[src/rtl/core/table_driven_state_machine_top_assert.svh]
// ----------------------------------------------------------------------------
// table_driven_state_machine_top_assert
// assertion macros for the table driven state machine, empty in synthesis
// ----------------------------------------------------------------------------
`ifndef TABLE_DRIVEN_STATE_MACHINE_TOP_ASSERT_SVH
`define TABLE_DRIVEN_STATE_MACHINE_TOP_ASSERT_SVH

`ifndef SYNTHESIS

// same-cycle implication
`define TDSM_ASSERT_IMPL(label, clk, rst_n, ante, cons) \
    label: assert property (@(posedge clk) disable iff (!(rst_n)) (ante) |-> (cons)) \
        else $error("tdsm assertion failed");

// next-cycle implication
`define TDSM_ASSERT_NEXT(label, clk, rst_n, ante, cons) \
    label: assert property (@(posedge clk) disable iff (!(rst_n)) (ante) |=> (cons)) \
        else $error("tdsm assertion failed");

`else

`define TDSM_ASSERT_IMPL(label, clk, rst_n, ante, cons)
`define TDSM_ASSERT_NEXT(label, clk, rst_n, ante, cons)

`endif

`endif

[src/rtl/core/tdsm_pkg.sv]
// ----------------------------------------------------------------------------
// tdsm_pkg
// shared types and constants of the table driven state machine
// ----------------------------------------------------------------------------
`default_nettype none

package tdsm_pkg;

    localparam int FIELD_W = 4;
    localparam int REG_W   = 5;
    localparam int CNT_W   = 9;
    localparam int APB_AW  = 3;
    localparam int APB_DW  = 32;

    localparam logic REG_STATES = 1'b0;
    localparam logic REG_INPUTS = 1'b1;

    typedef enum logic [1:0] {
        FUNC_STEP  = 2'd0,
        FUNC_ARC   = 2'd1,
        FUNC_FORCE = 2'd2,
        FUNC_QUERY = 2'd3
    } t_func;

    typedef enum logic [1:0] {
        S_IDLE = 2'd0,
        S_TGT  = 2'd1,
        S_ROW  = 2'd2,
        S_WB   = 2'd3
    } t_state;

    typedef struct packed {
        logic [1:0]         func;
        logic [FIELD_W-1:0] state_index;
        logic [FIELD_W-1:0] symbol;
        logic [FIELD_W-1:0] arc_target;
        logic               arc_present;
    } t_in;

    typedef struct packed {
        logic [FIELD_W-1:0] result_state;
        logic               arc_found;
        logic [FIELD_W-1:0] present_state;
        logic               state_defined;
        logic               has_outgoing_arc;
        logic               error;
    } t_out;

    typedef struct packed {
        logic [CNT_W-1:0] states_eff;
        logic [CNT_W-1:0] inputs_eff;
    } t_cfg;

endpackage

`default_nettype wire

[src/rtl/core/tdsm_tgt_mem.sv]
// ----------------------------------------------------------------------------
// tdsm_tgt_mem
// arc target memory, one write port and one registered read port
// ----------------------------------------------------------------------------
`default_nettype none

module tdsm_tgt_mem #(
    parameter int AW = 8
) (
    input  wire                          i_clk,
    input  wire                          i_re,
    input  wire  [AW-1:0]                i_raddr,
    input  wire                          i_we,
    input  wire  [AW-1:0]                i_waddr,
    input  wire  [tdsm_pkg::FIELD_W-1:0] i_wdata,
    output logic [tdsm_pkg::FIELD_W-1:0] o_rdata
);
    import tdsm_pkg::*;

    logic [FIELD_W-1:0] r_mem [(1 << AW)];

    always_ff @(posedge i_clk) begin
        if (i_we) begin
            r_mem[i_waddr] <= i_wdata;
        end
        if (i_re) begin
            o_rdata <= r_mem[i_raddr];
        end
    end

endmodule

`default_nettype wire

[src/rtl/core/tdsm_mask_mem.sv]
// ----------------------------------------------------------------------------
// tdsm_mask_mem
// arc presence rows, one row per state, with a valid bit per row
// ----------------------------------------------------------------------------
`default_nettype none

module tdsm_mask_mem #(
    parameter int DEPTH = 16,
    parameter int WIDTH = 16
) (
    input  wire                       i_clk,
    input  wire                       i_rst_n,
    input  wire                       i_re,
    input  wire  [$clog2(DEPTH)-1:0]  i_raddr,
    input  wire                       i_we,
    input  wire  [$clog2(DEPTH)-1:0]  i_waddr,
    input  wire  [WIDTH-1:0]          i_wdata,
    output logic [WIDTH-1:0]          o_rdata
);
    import tdsm_pkg::*;

    logic [WIDTH-1:0] r_mem [DEPTH];
    logic [WIDTH-1:0] r_rdata;
    logic [DEPTH-1:0] r_vld;
    logic             r_rvld;

    always_ff @(posedge i_clk) begin
        if (i_we) begin
            r_mem[i_waddr] <= i_wdata;
        end
        if (i_re) begin
            r_rdata <= r_mem[i_raddr];
        end
    end

    always_ff @(posedge i_clk) begin
        if (!i_rst_n) begin
            r_vld  <= '0;
            r_rvld <= 1'b0;
        end else begin
            if (i_we) begin
                r_vld[i_waddr] <= 1'b1;
            end
            if (i_re) begin
                r_rvld <= r_vld[i_raddr];
            end
        end
    end

    // rows never written read as empty
    assign o_rdata = r_rvld ? r_rdata : '0;

endmodule

`default_nettype wire

[src/rtl/core/tdsm_cfg.sv]
// ----------------------------------------------------------------------------
// tdsm_cfg
// apb register file for state and symbol counts, with clamping
// ----------------------------------------------------------------------------
`default_nettype none

module tdsm_cfg #(
    parameter int MAX_STATES = 16,
    parameter int MAX_INPUTS = 16
) (
    input  wire                         i_clk,
    input  wire                         i_rst_n,
    input  wire                         psel,
    input  wire                         penable,
    input  wire                         pwrite,
    input  wire  [tdsm_pkg::APB_AW-1:0] paddr,
    input  wire  [tdsm_pkg::APB_DW-1:0] pwdata,
    output logic [tdsm_pkg::APB_DW-1:0] prdata,
    output logic                        pready,
    output tdsm_pkg::t_cfg              o_cfg
);
    import tdsm_pkg::*;

    logic [REG_W-1:0] r_states;
    logic [REG_W-1:0] r_inputs;
    logic             wr_en;

    assign pready = 1'b1;
    assign wr_en  = psel && penable && pwrite;

    always_ff @(posedge i_clk) begin
        if (!i_rst_n) begin
            r_states <= REG_W'(16);
            r_inputs <= REG_W'(16);
        end else if (wr_en) begin
            unique case (paddr[2])
                REG_STATES: r_states <= pwdata[REG_W-1:0];
                REG_INPUTS: r_inputs <= pwdata[REG_W-1:0];
                default:    r_states <= r_states;
            endcase
        end
    end

    always_comb begin
        unique case (paddr[2])
            REG_STATES: prdata = APB_DW'(r_states);
            REG_INPUTS: prdata = APB_DW'(r_inputs);
            default:    prdata = '0;
        endcase
    end

    // effective counts limited to 1..max
    always_comb begin
        if (r_states == '0) begin
            o_cfg.states_eff = CNT_W'(1);
        end else if (CNT_W'(r_states) > CNT_W'(MAX_STATES)) begin
            o_cfg.states_eff = CNT_W'(MAX_STATES);
        end else begin
            o_cfg.states_eff = CNT_W'(r_states);
        end
        if (r_inputs == '0) begin
            o_cfg.inputs_eff = CNT_W'(1);
        end else if (CNT_W'(r_inputs) > CNT_W'(MAX_INPUTS)) begin
            o_cfg.inputs_eff = CNT_W'(MAX_INPUTS);
        end else begin
            o_cfg.inputs_eff = CNT_W'(r_inputs);
        end
    end

endmodule

`default_nettype wire

[src/rtl/core/tdsm_seq.sv]
// ----------------------------------------------------------------------------
// tdsm_seq
// request sequencer: reads, modifies and writes back the transition memories
// ----------------------------------------------------------------------------
`default_nettype none

module tdsm_seq #(
    parameter int MAX_STATES = 16,
    parameter int MAX_INPUTS = 16
) (
    input  wire                 i_clk,
    input  wire                 i_rst_n,
    input  wire tdsm_pkg::t_cfg i_cfg,
    input  wire                 i_in_valid,
    output logic                o_in_stall,
    input  wire tdsm_pkg::t_in  i_in_req,
    output logic                o_out_valid,
    input  wire                 i_out_stall,
    output tdsm_pkg::t_out      o_out_res
);
    import tdsm_pkg::*;

    localparam int SW = $clog2(MAX_STATES);
    localparam int IW = $clog2(MAX_INPUTS);
    localparam int AW = SW + IW;

    t_state                r_state, n_state;
    logic [FIELD_W-1:0]    r_cur, n_cur;
    logic                  r_def, n_def;
    logic [MAX_INPUTS-1:0] r_cur_row, n_cur_row;
    t_in                   r_req, n_req;
    logic                  r_out_vld, n_out_vld;
    t_out                  r_out, n_out;

    logic                  tgt_re, tgt_we;
    logic [AW-1:0]         tgt_raddr, tgt_waddr;
    logic [FIELD_W-1:0]    tgt_rdata;
    logic                  mask_re, mask_we;
    logic [SW-1:0]         mask_raddr, mask_waddr;
    logic [MAX_INPUTS-1:0] mask_rdata, new_row, cur_row_upd;
    logic [MAX_INPUTS-1:0] sym_mask;

    logic                  accept, slot_free;
    logic                  sidx_ok, sym_ok, tgt_ok;
    logic [SW-1:0]         sidx_ix, cur_ix;
    logic [IW-1:0]         sym_ix;

    tdsm_tgt_mem #(
        .AW(AW)
    ) u_tgt_mem (
        .i_clk  (i_clk),
        .i_re   (tgt_re),
        .i_raddr(tgt_raddr),
        .i_we   (tgt_we),
        .i_waddr(tgt_waddr),
        .i_wdata(i_in_req.arc_target),
        .o_rdata(tgt_rdata)
    );

    tdsm_mask_mem #(
        .DEPTH(MAX_STATES),
        .WIDTH(MAX_INPUTS)
    ) u_mask_mem (
        .i_clk  (i_clk),
        .i_rst_n(i_rst_n),
        .i_re   (mask_re),
        .i_raddr(mask_raddr),
        .i_we   (mask_we),
        .i_waddr(mask_waddr),
        .i_wdata(new_row),
        .o_rdata(mask_rdata)
    );

    assign slot_free  = !r_out_vld || !i_out_stall;
    assign o_in_stall = (r_state != S_IDLE) || (r_out_vld && i_out_stall);
    assign accept     = i_in_valid && !o_in_stall;

    assign sidx_ix = SW'(i_in_req.state_index);
    assign sym_ix  = IW'(i_in_req.symbol);
    assign cur_ix  = SW'(r_cur);

    assign sidx_ok = CNT_W'(i_in_req.state_index) < i_cfg.states_eff;
    assign sym_ok  = CNT_W'(i_in_req.symbol) < i_cfg.inputs_eff;
    assign tgt_ok  = CNT_W'(i_in_req.arc_target) < i_cfg.states_eff;

    // symbols in use
    always_comb begin
        for (int k = 0; k < MAX_INPUTS; k++) begin
            sym_mask[k] = CNT_W'(k) < i_cfg.inputs_eff;
        end
    end

    // row after the arc update, and the current row seen through it
    always_comb begin
        new_row = mask_rdata;
        new_row[IW'(r_req.symbol)] = r_req.arc_present;
        if (r_def && (r_cur == r_req.state_index)) begin
            cur_row_upd = new_row;
        end else begin
            cur_row_upd = r_cur_row;
        end
    end

    always_ff @(posedge i_clk) begin
        if (!i_rst_n) begin
            r_state   <= S_IDLE;
            r_cur     <= '0;
            r_def     <= 1'b0;
            r_cur_row <= '0;
            r_out_vld <= 1'b0;
        end else begin
            r_state   <= n_state;
            r_cur     <= n_cur;
            r_def     <= n_def;
            r_cur_row <= n_cur_row;
            r_out_vld <= n_out_vld;
        end
    end

    always_ff @(posedge i_clk) begin
        r_req <= n_req;
        r_out <= n_out;
    end

    always_comb begin
        n_state    = r_state;
        n_cur      = r_cur;
        n_def      = r_def;
        n_cur_row  = r_cur_row;
        n_req      = r_req;
        n_out_vld  = r_out_vld && i_out_stall;
        n_out      = r_out;
        tgt_re     = 1'b0;
        tgt_we     = 1'b0;
        tgt_raddr  = {cur_ix, sym_ix};
        tgt_waddr  = {sidx_ix, sym_ix};
        mask_re    = 1'b0;
        mask_we    = 1'b0;
        mask_raddr = sidx_ix;
        mask_waddr = SW'(r_req.state_index);

        unique case (r_state)
            S_IDLE: begin
                if (accept) begin
                    n_req     = i_in_req;
                    // immediate result unless a memory access follows
                    n_out_vld = 1'b1;
                    n_out.result_state     = '0;
                    n_out.arc_found        = 1'b0;
                    n_out.present_state    = r_def ? r_cur : '0;
                    n_out.state_defined    = r_def;
                    n_out.has_outgoing_arc = r_def && |(r_cur_row & sym_mask);
                    n_out.error            = 1'b0;
                    unique case (t_func'(i_in_req.func))
                        FUNC_STEP: begin
                            if (!sym_ok) begin
                                n_out.error = 1'b1;
                            end else if (r_def && r_cur_row[sym_ix]) begin
                                tgt_re    = 1'b1;
                                n_out_vld = 1'b0;
                                n_state   = S_TGT;
                            end
                        end
                        FUNC_ARC: begin
                            if (!sidx_ok || !sym_ok ||
                                (i_in_req.arc_present && !tgt_ok)) begin
                                n_out.error = 1'b1;
                            end else begin
                                tgt_we    = i_in_req.arc_present;
                                mask_re   = 1'b1;
                                n_out_vld = 1'b0;
                                n_state   = S_WB;
                            end
                        end
                        FUNC_FORCE: begin
                            if (!sidx_ok) begin
                                n_out.error = 1'b1;
                            end else begin
                                n_cur     = i_in_req.state_index;
                                n_def     = 1'b1;
                                mask_re   = 1'b1;
                                n_out_vld = 1'b0;
                                n_state   = S_ROW;
                            end
                        end
                        FUNC_QUERY: begin
                            n_out.error = 1'b0;
                        end
                        default: begin
                            n_out.error = 1'b0;
                        end
                    endcase
                end
            end
            S_TGT: begin
                n_cur      = tgt_rdata;
                mask_re    = 1'b1;
                mask_raddr = SW'(tgt_rdata);
                n_state    = S_ROW;
            end
            S_ROW: begin
                if (slot_free) begin
                    n_cur_row              = mask_rdata;
                    n_out_vld              = 1'b1;
                    n_out.result_state     = r_cur;
                    n_out.arc_found        = t_func'(r_req.func) == FUNC_STEP;
                    n_out.present_state    = r_cur;
                    n_out.state_defined    = 1'b1;
                    n_out.has_outgoing_arc = |(mask_rdata & sym_mask);
                    n_out.error            = 1'b0;
                    n_state                = S_IDLE;
                end
            end
            S_WB: begin
                if (slot_free) begin
                    mask_we                = 1'b1;
                    n_cur_row              = cur_row_upd;
                    n_out_vld              = 1'b1;
                    n_out.result_state     = r_req.arc_present ? r_req.arc_target : '0;
                    n_out.arc_found        = r_req.arc_present;
                    n_out.present_state    = r_def ? r_cur : '0;
                    n_out.state_defined    = r_def;
                    n_out.has_outgoing_arc = r_def && |(cur_row_upd & sym_mask);
                    n_out.error            = 1'b0;
                    n_state                = S_IDLE;
                end
            end
            default: begin
                n_state = S_IDLE;
            end
        endcase
    end

    assign o_out_valid = r_out_vld;
    assign o_out_res   = r_out;

endmodule

`default_nettype wire

[src/rtl/core/table_driven_state_machine_top.sv]
// ----------------------------------------------------------------------------
// table_driven_state_machine_top
// programmable transition table state machine with apb configuration
// ----------------------------------------------------------------------------
// requests enter on i_in_valid / o_in_stall with payload i_in_req; each
// request gives exactly one result on o_out_valid / i_out_stall, payload
// o_out_res. a request is taken when valid is high and stall is low.
// a query, a rejected request or a step with no arc has its result
// registered from idle; an arc write passes through S_WB, a forced state
// through S_ROW, and a step that finds an arc through S_TGT, then S_ROW.
// a step reads the target memory and then the presence row of the new
// state, both synchronous reads, so one request is in flight at a time
// and the next is taken once its result sits in the output register.
// the output register holds a result while i_out_stall is high; a new
// request may still be taken then only if the output slot frees up.
// the apb port sets the number of states and symbols in use; write it only
// while no request is in flight.
// reset (i_rst_n low, synchronous) clears all presence rows through their
// valid bits, leaves no current state and restores both counts to 16; no
// clearing pass is needed, requests are taken right after reset.
// ----------------------------------------------------------------------------
`default_nettype none

`include "table_driven_state_machine_top_assert.svh"

module table_driven_state_machine_top #(
    parameter int MAX_STATES = 16,
    parameter int MAX_INPUTS = 16
) (
    input  wire                         i_clk,
    input  wire                         i_rst_n,
    input  wire                         psel,
    input  wire                         penable,
    input  wire                         pwrite,
    input  wire  [tdsm_pkg::APB_AW-1:0] paddr,
    input  wire  [tdsm_pkg::APB_DW-1:0] pwdata,
    output logic [tdsm_pkg::APB_DW-1:0] prdata,
    output logic                        pready,
    input  wire                         i_in_valid,
    output logic                        o_in_stall,
    input  wire tdsm_pkg::t_in          i_in_req,
    output logic                        o_out_valid,
    input  wire                         i_out_stall,
    output tdsm_pkg::t_out              o_out_res
);
    import tdsm_pkg::*;

    t_cfg cfg;

    tdsm_cfg #(
        .MAX_STATES(MAX_STATES),
        .MAX_INPUTS(MAX_INPUTS)
    ) u_cfg (
        .i_clk  (i_clk),
        .i_rst_n(i_rst_n),
        .psel   (psel),
        .penable(penable),
        .pwrite (pwrite),
        .paddr  (paddr),
        .pwdata (pwdata),
        .prdata (prdata),
        .pready (pready),
        .o_cfg  (cfg)
    );

    tdsm_seq #(
        .MAX_STATES(MAX_STATES),
        .MAX_INPUTS(MAX_INPUTS)
    ) u_seq (
        .i_clk      (i_clk),
        .i_rst_n    (i_rst_n),
        .i_cfg      (cfg),
        .i_in_valid (i_in_valid),
        .o_in_stall (o_in_stall),
        .i_in_req   (i_in_req),
        .o_out_valid(o_out_valid),
        .i_out_stall(i_out_stall),
        .o_out_res  (o_out_res)
    );

    `TDSM_ASSERT_IMPL(a_err_clean, i_clk, i_rst_n, o_out_valid && o_out_res.error, (o_out_res.result_state == '0) && !o_out_res.arc_found)
    `TDSM_ASSERT_IMPL(a_undef_quiet, i_clk, i_rst_n, o_out_valid && !o_out_res.state_defined, (o_out_res.present_state == '0) && !o_out_res.has_outgoing_arc)
    `TDSM_ASSERT_NEXT(a_busy_after_walk, i_clk, i_rst_n, i_in_valid && !o_in_stall && (i_in_req.func != FUNC_QUERY) && !o_out_valid, o_in_stall || o_out_valid)

endmodule

`default_nettype wire
[config.mk]
export PLATFORM = sky130hd
export DESIGN_NAME = table_driven_state_machine_top
export DESIGN_NICKNAME = d
export VERILOG_FILES = /design/src/rtl/core/tdsm_pkg.sv /design/src/rtl/core/tdsm_tgt_mem.sv /design/src/rtl/core/tdsm_mask_mem.sv /design/src/rtl/core/tdsm_cfg.sv /design/src/rtl/core/tdsm_seq.sv /design/src/rtl/core/table_driven_state_machine_top.sv
export VERILOG_INCLUDE_DIRS = /design/src /design/src/rtl/core
export SDC_FILE = /design/constraint.sdc
export NUM_CORES = 2
export LEC_CHECK = 0
export ABC_AREA = 1
export BUFFER_PORTS_ARGS = -buffer_cell sky130_fd_sc_hd__buf_2
export CAP_MARGIN = 20
export CELL_PAD_IN_SITES_DETAIL_PLACEMENT = 0
export CELL_PAD_IN_SITES_GLOBAL_PLACEMENT = 1
export CORE_MARGIN = 4
export CORE_UTILIZATION = 52
export CTS_CLUSTER_SIZE = 8
export DETAILED_ROUTE_END_ITERATION = 10
export PLACE_DENSITY_LB_ADDON = 0.1
export SYNTH_ARGS = -nofsm -noshare
export SYNTH_HDL_FRONTEND = slang
export SYNTH_SLANG_ARGS = --single-unit
[constraint.sdc]
create_clock -name i_clk -period 3.5 [get_ports i_clk]
set_clock_uncertainty 0.2 [all_clocks]
set_input_delay 0.7 -clock i_clk [delete_from_list [all_inputs] [get_ports i_clk]]
set_output_delay 0.7 -clock i_clk [all_outputs]
set_load 0.05 [all_outputs]
* Word-level counts from Yosys, hierarchy flattened
Memories as Yosys holds them, arrays and structs flattened. A register that Yosys moved wholly into a read port is not among the register bits.
Index checks and enable logic that the tools add are counted.
Widths: inputs -> output; s select.
** Operators by class
- Multiply operators :: 0
- Bitwise gates (word level) :: 5
- Shifts and indexed selects :: 0
- Equal/unequal tests :: 18
- Reduce and logical (&&, ||, !) cells :: 42
- $lt $le $gt $ge :: 27
- Add/subtract/negate cells :: 0
- Divide/modulo/power cells :: 0
- Muxes and demuxes :: 68
** Operators by type and width (count)
- $lt 4x9->1 const A :: 8
- $mux 16 :: 4
- $pmux 32 s2 :: 1
- $and 16x16->16 :: 3
- $reduce_or 16->1 :: 3
- $lt 3x9->1 const A :: 4
- $mux 12 :: 3
- $pmux 12 s3 :: 1
- $pmux 16 s2 :: 1
- $mux 1 :: 29
- $lt 4x9->1 :: 3
- $mux 4 :: 6
- $lt 4x5->1 const B :: 4
- $lt 1x9->1 const A :: 2
- $lt 2x9->1 const A :: 2
- $mux 9 :: 2
- $bwmux 16 :: 1
- $or 16x16->16 :: 1
- $mux 2 :: 6
- $pmux 2 s3 :: 2
- $reduce_and 4->1 :: 3
- $logic_and 1x1->1 :: 11
- $gt 5x5->1 const B :: 2
- $logic_not 5->1 :: 2
- other kinds (26) :: 56
** Storage, ports and cells
- Word-level logic and storage cells :: 182
- Memories kept :: 2
- Input bits :: 57
- Bits in writable memories :: 1280
- Bits in read-only memories :: 0
- Bits in latches :: 0
- Register bits :: 78
- Output and inout bits :: 47
** Memories
- u_seq.u_tgt_mem.r_mem :: words 256, bits a word 4, rd ports 1, clocked after Yosys merged registers in 1, write ports 1, line tdsm_tgt_mem.sv:20 : logic [FIELD_W-1:0] r_mem [(1 << AW)];
- u_seq.u_mask_mem.r_mem :: words 16, bits a word 16, rd ports 1, clocked after Yosys merged registers in 1, write ports 1, line tdsm_mask_mem.sv:22 : logic [WIDTH-1:0] r_mem [DEPTH];

* Logic depth before layout (Yosys ltp)
- Depth in word-level cells :: 13
- Depth in mapped cells :: 18
- Depth with buffers taken out :: 16

* Cells and area by module
Synthesis repeated with hierarchy kept, for this count alone.
** Second synthesis, totals
- Cells, all modules :: 5371
- Area total of the unflattened synthesis :: 59015.4 um^2
** Modules (own cells, without submodules)
- tdsm_tgt_mem :: cells an instance 3720, sequential area each 30869.6 um^2, area an instance 42864.9 um^2, times used 1
- tdsm_mask_mem :: cells an instance 910, sequential area each 8508.2 um^2, area an instance 11434.7 um^2, times used 1
- tdsm_seq :: cells an instance 610, sequential area each 1291.2 um^2, area an instance 3846.2 um^2, times used 1
- tdsm_cfg :: cells an instance 131, sequential area each 200.2 um^2, area an instance 869.6 um^2, times used 1

* Worst setup path after synthesis
No wires, ideal clock.
- Path kind :: input to register
- Start point :: in i_in_req[11] (netlist name)
- End point :: mem u_seq.u_tgt_mem.r_mem[848][0] (netlist: u_seq.u_tgt_mem.r_mem[212][0]), enable pin
- Path slack :: 338 ps
- Data required time :: 2971 ps
- Stages on the path :: 13
- Setup time :: 329 ps
- Buffers on the path :: 1
- Data arrival time :: 2632 ps
- Path through :: ha_1 > a21oi_1 > nor2_1 > a21oi_1 > nand2_1 > nor2_1 > nand3_2 > nor3_4 > inv_2 > nor2_2 > nand2_2 > buf_6 > nor2_1
** Between the ends
- Word-level cells in the longest chain between the ends :: 10
** Ends and longest elaborated chain
- from (decl) :: line table_driven_state_machine_top.sv:41 : input wire tdsm_pkg::t_in i_in_req,
- $lt 4x9->1 :: line tdsm_seq.sv:82 : assign sidx_ok = CNT_W'(i_in_req.state_index) < i_cfg.states_eff;
- $logic_not 1->1 :: line tdsm_seq.sv:165 : if (!sidx_ok || !sym_ok ||
- $logic_or 1x1->1 (2 in series) :: line tdsm_seq.sv:165
- $mux 1 :: line tdsm_seq.sv:165
- $mux 1 :: line tdsm_seq.sv:154 : unique case (t_func'(i_in_req.func))
- $mux 1 :: line tdsm_seq.sv:144 : if (accept) begin
- $mux 1 :: line tdsm_seq.sv:142 : unique case (r_state)
- $mux 1 :: line tdsm_tgt_mem.sv:23 : if (i_we) begin
- $mux 1 (implied by the code) :: line tdsm_tgt_mem.sv:24 : r_mem[i_waddr] <= i_wdata;
- to (decl) :: line tdsm_tgt_mem.sv:20
Parallel ways exist; a longest one is shown, timed or not.

* Worst setup path in the final report
- Start point :: reg u_cfg.r_states[0]
- End point :: mem u_seq.u_tgt_mem.r_mem[992][0] (netlist: u_seq.u_tgt_mem.r_mem[248][0]), enable pin
** Between the ends
- Word-level cells in the longest chain between the ends :: 13
- Elaborated cells on any way between the ends :: 17
- Classes of those cells :: order compare (3); mux (8); reduce/logical (6)
** Ends and longest elaborated chain
- from (decl) :: line tdsm_cfg.sv:24 : logic [REG_W-1:0] r_states;
- from (signal assigned) :: line tdsm_cfg.sv:37 : REG_STATES: r_states <= pwdata[REG_W-1:0];
- from (signal assigned) :: line tdsm_cfg.sv:39 : default: r_states <= r_states;
- $gt 5x5->1 :: line tdsm_cfg.sv:56 : end else if (CNT_W'(r_states) > CNT_W'(MAX_STATES)) begin
- $mux 5 :: line tdsm_cfg.sv:56
- $mux 9 (*) :: line tdsm_cfg.sv:54 : if (r_states == '0) begin
- $lt 4x9->1 (on tied branches) :: line tdsm_seq.sv:82, tdsm_seq.sv:84
- $logic_not 1->1 (on tied branches) :: line tdsm_seq.sv:165, tdsm_seq.sv:166
- $logic_or 1x1->1 / $logic_and 1x1->1 (equally long branches) :: line tdsm_seq.sv:165, tdsm_seq.sv:166
- $logic_or 1x1->1 (*) :: line tdsm_seq.sv:165
- $mux 1 (*) :: line tdsm_seq.sv:165
- $mux 1 (*) :: line tdsm_seq.sv:154
- $mux 1 (*) :: line tdsm_seq.sv:144
- $mux 1 (*) :: line tdsm_seq.sv:142
- $mux 1 (*) :: line tdsm_tgt_mem.sv:23
- $mux 1 (implied by the code) (*) :: line tdsm_tgt_mem.sv:24
Every way passes the cells marked *; elsewhere a longest branch is shown, timed or not.

==> impl_table.tex <==
\begin{tabular}{lr}
\hline
Metric & Value \\
\hline
\multicolumn{2}{l}{\textbf{Routing}} \\
Routed WL & $\sim$150,000 µm \\
Avg WL per Cell & roughly 24 µm \\
\# DRC & 0 \\
First-iteration detailed-routing DRC count & approximately 3,600 \\
Vias per Instance & just under 6 \\
Initial DRT Pass Iterations & 6 \\
Total via count in the routed design & between 30,000 and 40,000 \\
Count of nets left with antenna violations after detail routing & 0 \\
\multicolumn{2}{l}{\textbf{Pwr}} \\
Total internal power & 28.9 mW \\
Switching share of power & 23.5\% \\
Highest ir drop seen on vdd & about 420 µV \\
Switching component of the power & slightly below 9 mW \\
Clock Power Share & 43.3\% \\
Relative contribution of combinational cells to total power & about 8.0\% \\
Leakage & between 20 and 25 nW \\
Ratio of total power to cell area & around 570 nW/µm² \\
Share of power burned in registers & 48.7\% \\
\multicolumn{2}{l}{\textbf{GRT}} \\
Total routing usage reported by global routing & between 20\% and 30\% \\
Total congestion overflow after global routing & 0 \\
First-pass GRT wire length & roughly 230,000 µm \\
Maximum number of pins on one net before global-route repair & between 150 and 200 \\
Initial antenna violation count & 1 \\
Vias in the first global route & about 36,000 \\
\multicolumn{2}{l}{\textbf{Place}} \\
Last weighted congestion value of the routability-driven placer & 0.863 \\
\# port buffers & 46 \\
Area after detailed placement & a little over 60,000 µm² \\
Final HPWL from detailed placement & approximately 94,000 µm \\
Number of instances in the placed design & roughly 6,100 \\
Worst slack after detailed placement & -83.3 ps \\
\multicolumn{2}{l}{\textbf{CTS}} \\
Total CTS buffers & 190 \\
H-tree level count & 4 \\
Clk slew on worst S/H paths & around 50 ps \\
Cell at the root of the clock tree & sky130\_fd\_sc\_hd\_\_clkbuf\_16 \\
Clock Path Buffers & 3 \\
Clock tree from TritonCTS & done \\
TritonCTS Sinks & 1,378 \\
Clock latency of the later-clocked register in the worst-skew pair & 780 ps \\
\multicolumn{2}{l}{\textbf{Setup path}} \\
Startpoint Class & flop \\
Critical path's largest stage delay & $\sim$320 ps \\
Startpoint-to-endpoint class of the critical path & reg -> reg \\
Cell depth of the worst flop-to-flop path & 20 \\
Data required, critical path & 3780 ps \\
Critical-path maximum fanout & 16 \\
Max stage delay cell, worst path & sky130\_fd\_sc\_hd\_\_dfxtp\_1 \\
Critical-path cell list & nor2\_2 > nand2\_2 > nand2\_2 > nand2\_2 > ha\_1 > nand2\_1 > nor2\_1 > a21oi\_2 > nand2\_1 > nor2\_2 > nand3\_2 > nor3\_4 > buf\_12 > inv\_2 > nor2\_2 > buf\_4 > nand2\_2 > buf\_12 > nor2\_1 > buf\_4 \\
CP dominant cell by count & sky130\_fd\_sc\_hd\_\_nand2\_2 \\
CP endpoint kind & flop \\
Arrival time of the worst setup path & around 3600 ps \\
\multicolumn{2}{l}{\textbf{STA}} \\
Post-Route Setup TNS & 0 ps \\
Number of failing setup endpoints in the final timing report & 0 \\
Unrepaired setup endpoints after global routing & no \\
Final clock period utilization by the worst path & 95.3\% \\
Peak Freq & 300 MHz \\
Final worst setup slack & around 170 ps \\
Max-slew violation total from the final report & 0 \\
Clock period minus worst slack & roughly 3300 ps \\
Max-slew headroom at the worst pin & between 20\% and 30\% \\
Hold violation count in the final report & 0 \\
Worst slew pin tran & $\sim$1000 ps \\
\multicolumn{2}{l}{\textbf{Die}} \\
Die boundary width & around 330 µm \\
Num rows & 119 \\
Initial core utilization & a little over half \\
Die footprint & approximately 110,000 µm² \\
Standard cell core area & between 100,000 and 150,000 µm² \\
Die span in y & about 330 µm \\
Number of top-level pins & 104 \\
\multicolumn{2}{l}{\textbf{Min path}} \\
Type of the worst min-delay path & in -> reg \\
Hold Crit Depth & 1 \\
\multicolumn{2}{l}{\textbf{Synth}} \\
Synthesized netlist cell count & between 4,000 and 5,000 \\
Area fraction of the dominant cell type after synthesis & between 70\% and 80\% \\
Number of warning messages in the yosys log & 0 \\
Cell variety after synth & 46 \\
Mean post-synth cell area & approximately 12 µm² \\
Sequential fraction of the synthesis area & between 70\% and 80\% \\
Seq cells post-synth & $\sim$1,400 \\
Most area-consuming cells after synthesis & sky130\_fd\_sc\_hd\_\_edfxtp\_1 72\%, sky130\_fd\_sc\_hd\_\_nand2\_1 7.1\%, sky130\_fd\_sc\_hd\_\_a22oi\_1 4.9\% \\
Largest area contributor in the netlist & sky130\_fd\_sc\_hd\_\_edfxtp\_1 \\
Post-Synthesis Cell Area & $\sim$56,000 µm² \\
\multicolumn{2}{l}{\textbf{Finish}} \\
Post-route insts no fill & between 6,000 and 7,000 \\
Fraction of final layout cells with drive strength greater than 1 & 15.7\% \\
Most frequent cells in the layout & 1,327 x sky130\_fd\_sc\_hd\_\_edfxtp\_1, 1,045 x sky130\_fd\_sc\_hd\_\_nand2\_1, 547 x sky130\_fd\_sc\_hd\_\_nor2\_1 \\
Final Core Density & 62.4\% \\
Final Net Count & approximately 5,000 \\
Leading cell type in the layout, fill and taps excluded & sky130\_fd\_sc\_hd\_\_edfxtp\_1 \\
Syn-to-layout area delta & 18.9\% \\
Final std cell area, no fill & around 66,000 µm² \\
\multicolumn{2}{l}{\textbf{Run status}} \\
Run status & finished clean \\
\multicolumn{2}{l}{\textbf{Job}} \\
Maxcap violations & 0 \\
\hline
\end{tabular}
-- through the flow --
step	hold WS (ps)	power [mW]
floorplan	235	20.3
global placement	244	21.6
detailed placement	255	21.7
CTS	15.9	37.9
global route	33.7	38.9
finish	56.5	37.7
-- Yosys cell counts, drive strengths merged --
library cell,n
o21ai,227
clkinv,4
nor3,7
nand4,75
o32ai,1
edfxtp,1327
a21boi,1
inv,150
a31o,1
a2111oi,1
nand3b,2
a41oi,1
a21oi,81
conb,2
nand2,1052
o211ai,26
o2111ai,2
clkbuf,191
nand3,125
ha,13
nor4,2
buf,92
xnor2,1
nor2,578
o22ai,22
a22oi,362
o21a,1
dfxtp,51
a221oi,1
a22o,14
o221ai,45
o31ai,1
a21o,13
and2,7
-- final cells by class --
cell class / count / area (µm²)
multi-input cells: 2690 / 13100
inverters: 154 / 586
flip-flops and latches: 1378 / 40900
fillers: 8222 / 39700
well taps: 1391 / 1740
clock inverters: 15 / 300
diodes: 1 / 2.50
repair buffers: 523 / 4520
clock buffers: 229 / 4900
-- logic make-up (layout without fill, tap and decap cells) --
| kind of cell | count (synthesis) | count (layout) | share of synthesized area (%) |
|---|---|---|---|
| buffers and inverters | 437 | 921 | 3.27 |
| adder cells (fa/ha/maj) | 13 | 13 | 0.293 |
| AND/OR/NAND/NOR | 1848 | 1848 | 13.2 |
| XOR/XNOR | 1 | 1 | 0.0158 |
| AO/OA/AOI/OAI | 800 | 800 | 9.54 |
| other | 2 | 29 | 0.0135 |
| flip-flops | 1378 | 1378 | 73.6 |
-- worst paths after layout --
check,startpoint,endpoint,slack [ps]
worst min register to register,u_seq.u_mask_mem.r_vld[0],u_seq.u_mask_mem.r_vld[0],260
worst min-delay path,i_in_req[0],u_seq.r_req[0],60
worst max-delay path,u_cfg.r_states[0],u_seq.u_tgt_mem.r_mem[248][0],170
worst max register to register,u_cfg.r_states[0],u_seq.u_tgt_mem.r_mem[248][0],170
-- power by group through the flow --
stage | clock (mW) | combinational, mW | sequential [mW]
after floorplan | 0 | 1.63 | 18.7
after global placement | 0 | 2.97 | 18.7
after detailed placement | 0 | 3.00 | 18.7
after CTS | 16.6 | 3.01 | 18.4
after global routing | 17.3 | 3.29 | 18.3
final | 16.3 | 3.02 | 18.4
-- state kept, by name, summed over array words and instances, names as in the netlist, 4 cells and up --
name	cells
u_seq.u_tgt_mem.r_mem	1024
u_seq.u_tgt_mem.o_rdata	4
u_seq.u_mask_mem.r_vld	16
u_seq.u_mask_mem.r_mem	256
u_seq.r_req	11
u_cfg.r_states	5
u_seq.u_mask_mem.r_rdata	16
u_seq.mask_waddr	4
u_seq.cur_ix	4
u_seq.r_cur_row	16
u_seq.o_out_res	12
u_cfg.r_inputs	5
-- layer usage --
metal / part of all wire [%] / track usage (%) / vias to the layer above
met1: 43 / 37.7 / 18230
met3: 6.3 / 4.51 / 268
met2: 48 / 44.3 / 1280
met4: 3.4 / 10.3 / 0
li1: - / - / 17007
met5: 0 / 0 / -
-- repair_timing --
action,in CTS,in global routing
setup endpoints to repair,0,988
gates resized for setup,0,16
setup buffers,0,1
hold buffers,7,0
endpoints found under the hold margin,11,0
-- worst max-delay path: cells and delay by family (launching register included) --
family	cells	cell delay, ps
AND/OR/NAND/NOR	13	1400
AO/OA/AOI/OAI	1	130
buffers and inverters	5	670
adder cells (fa/ha/maj)	1	280
flip-flops	1	320
(Power assumes the default switching activity.)
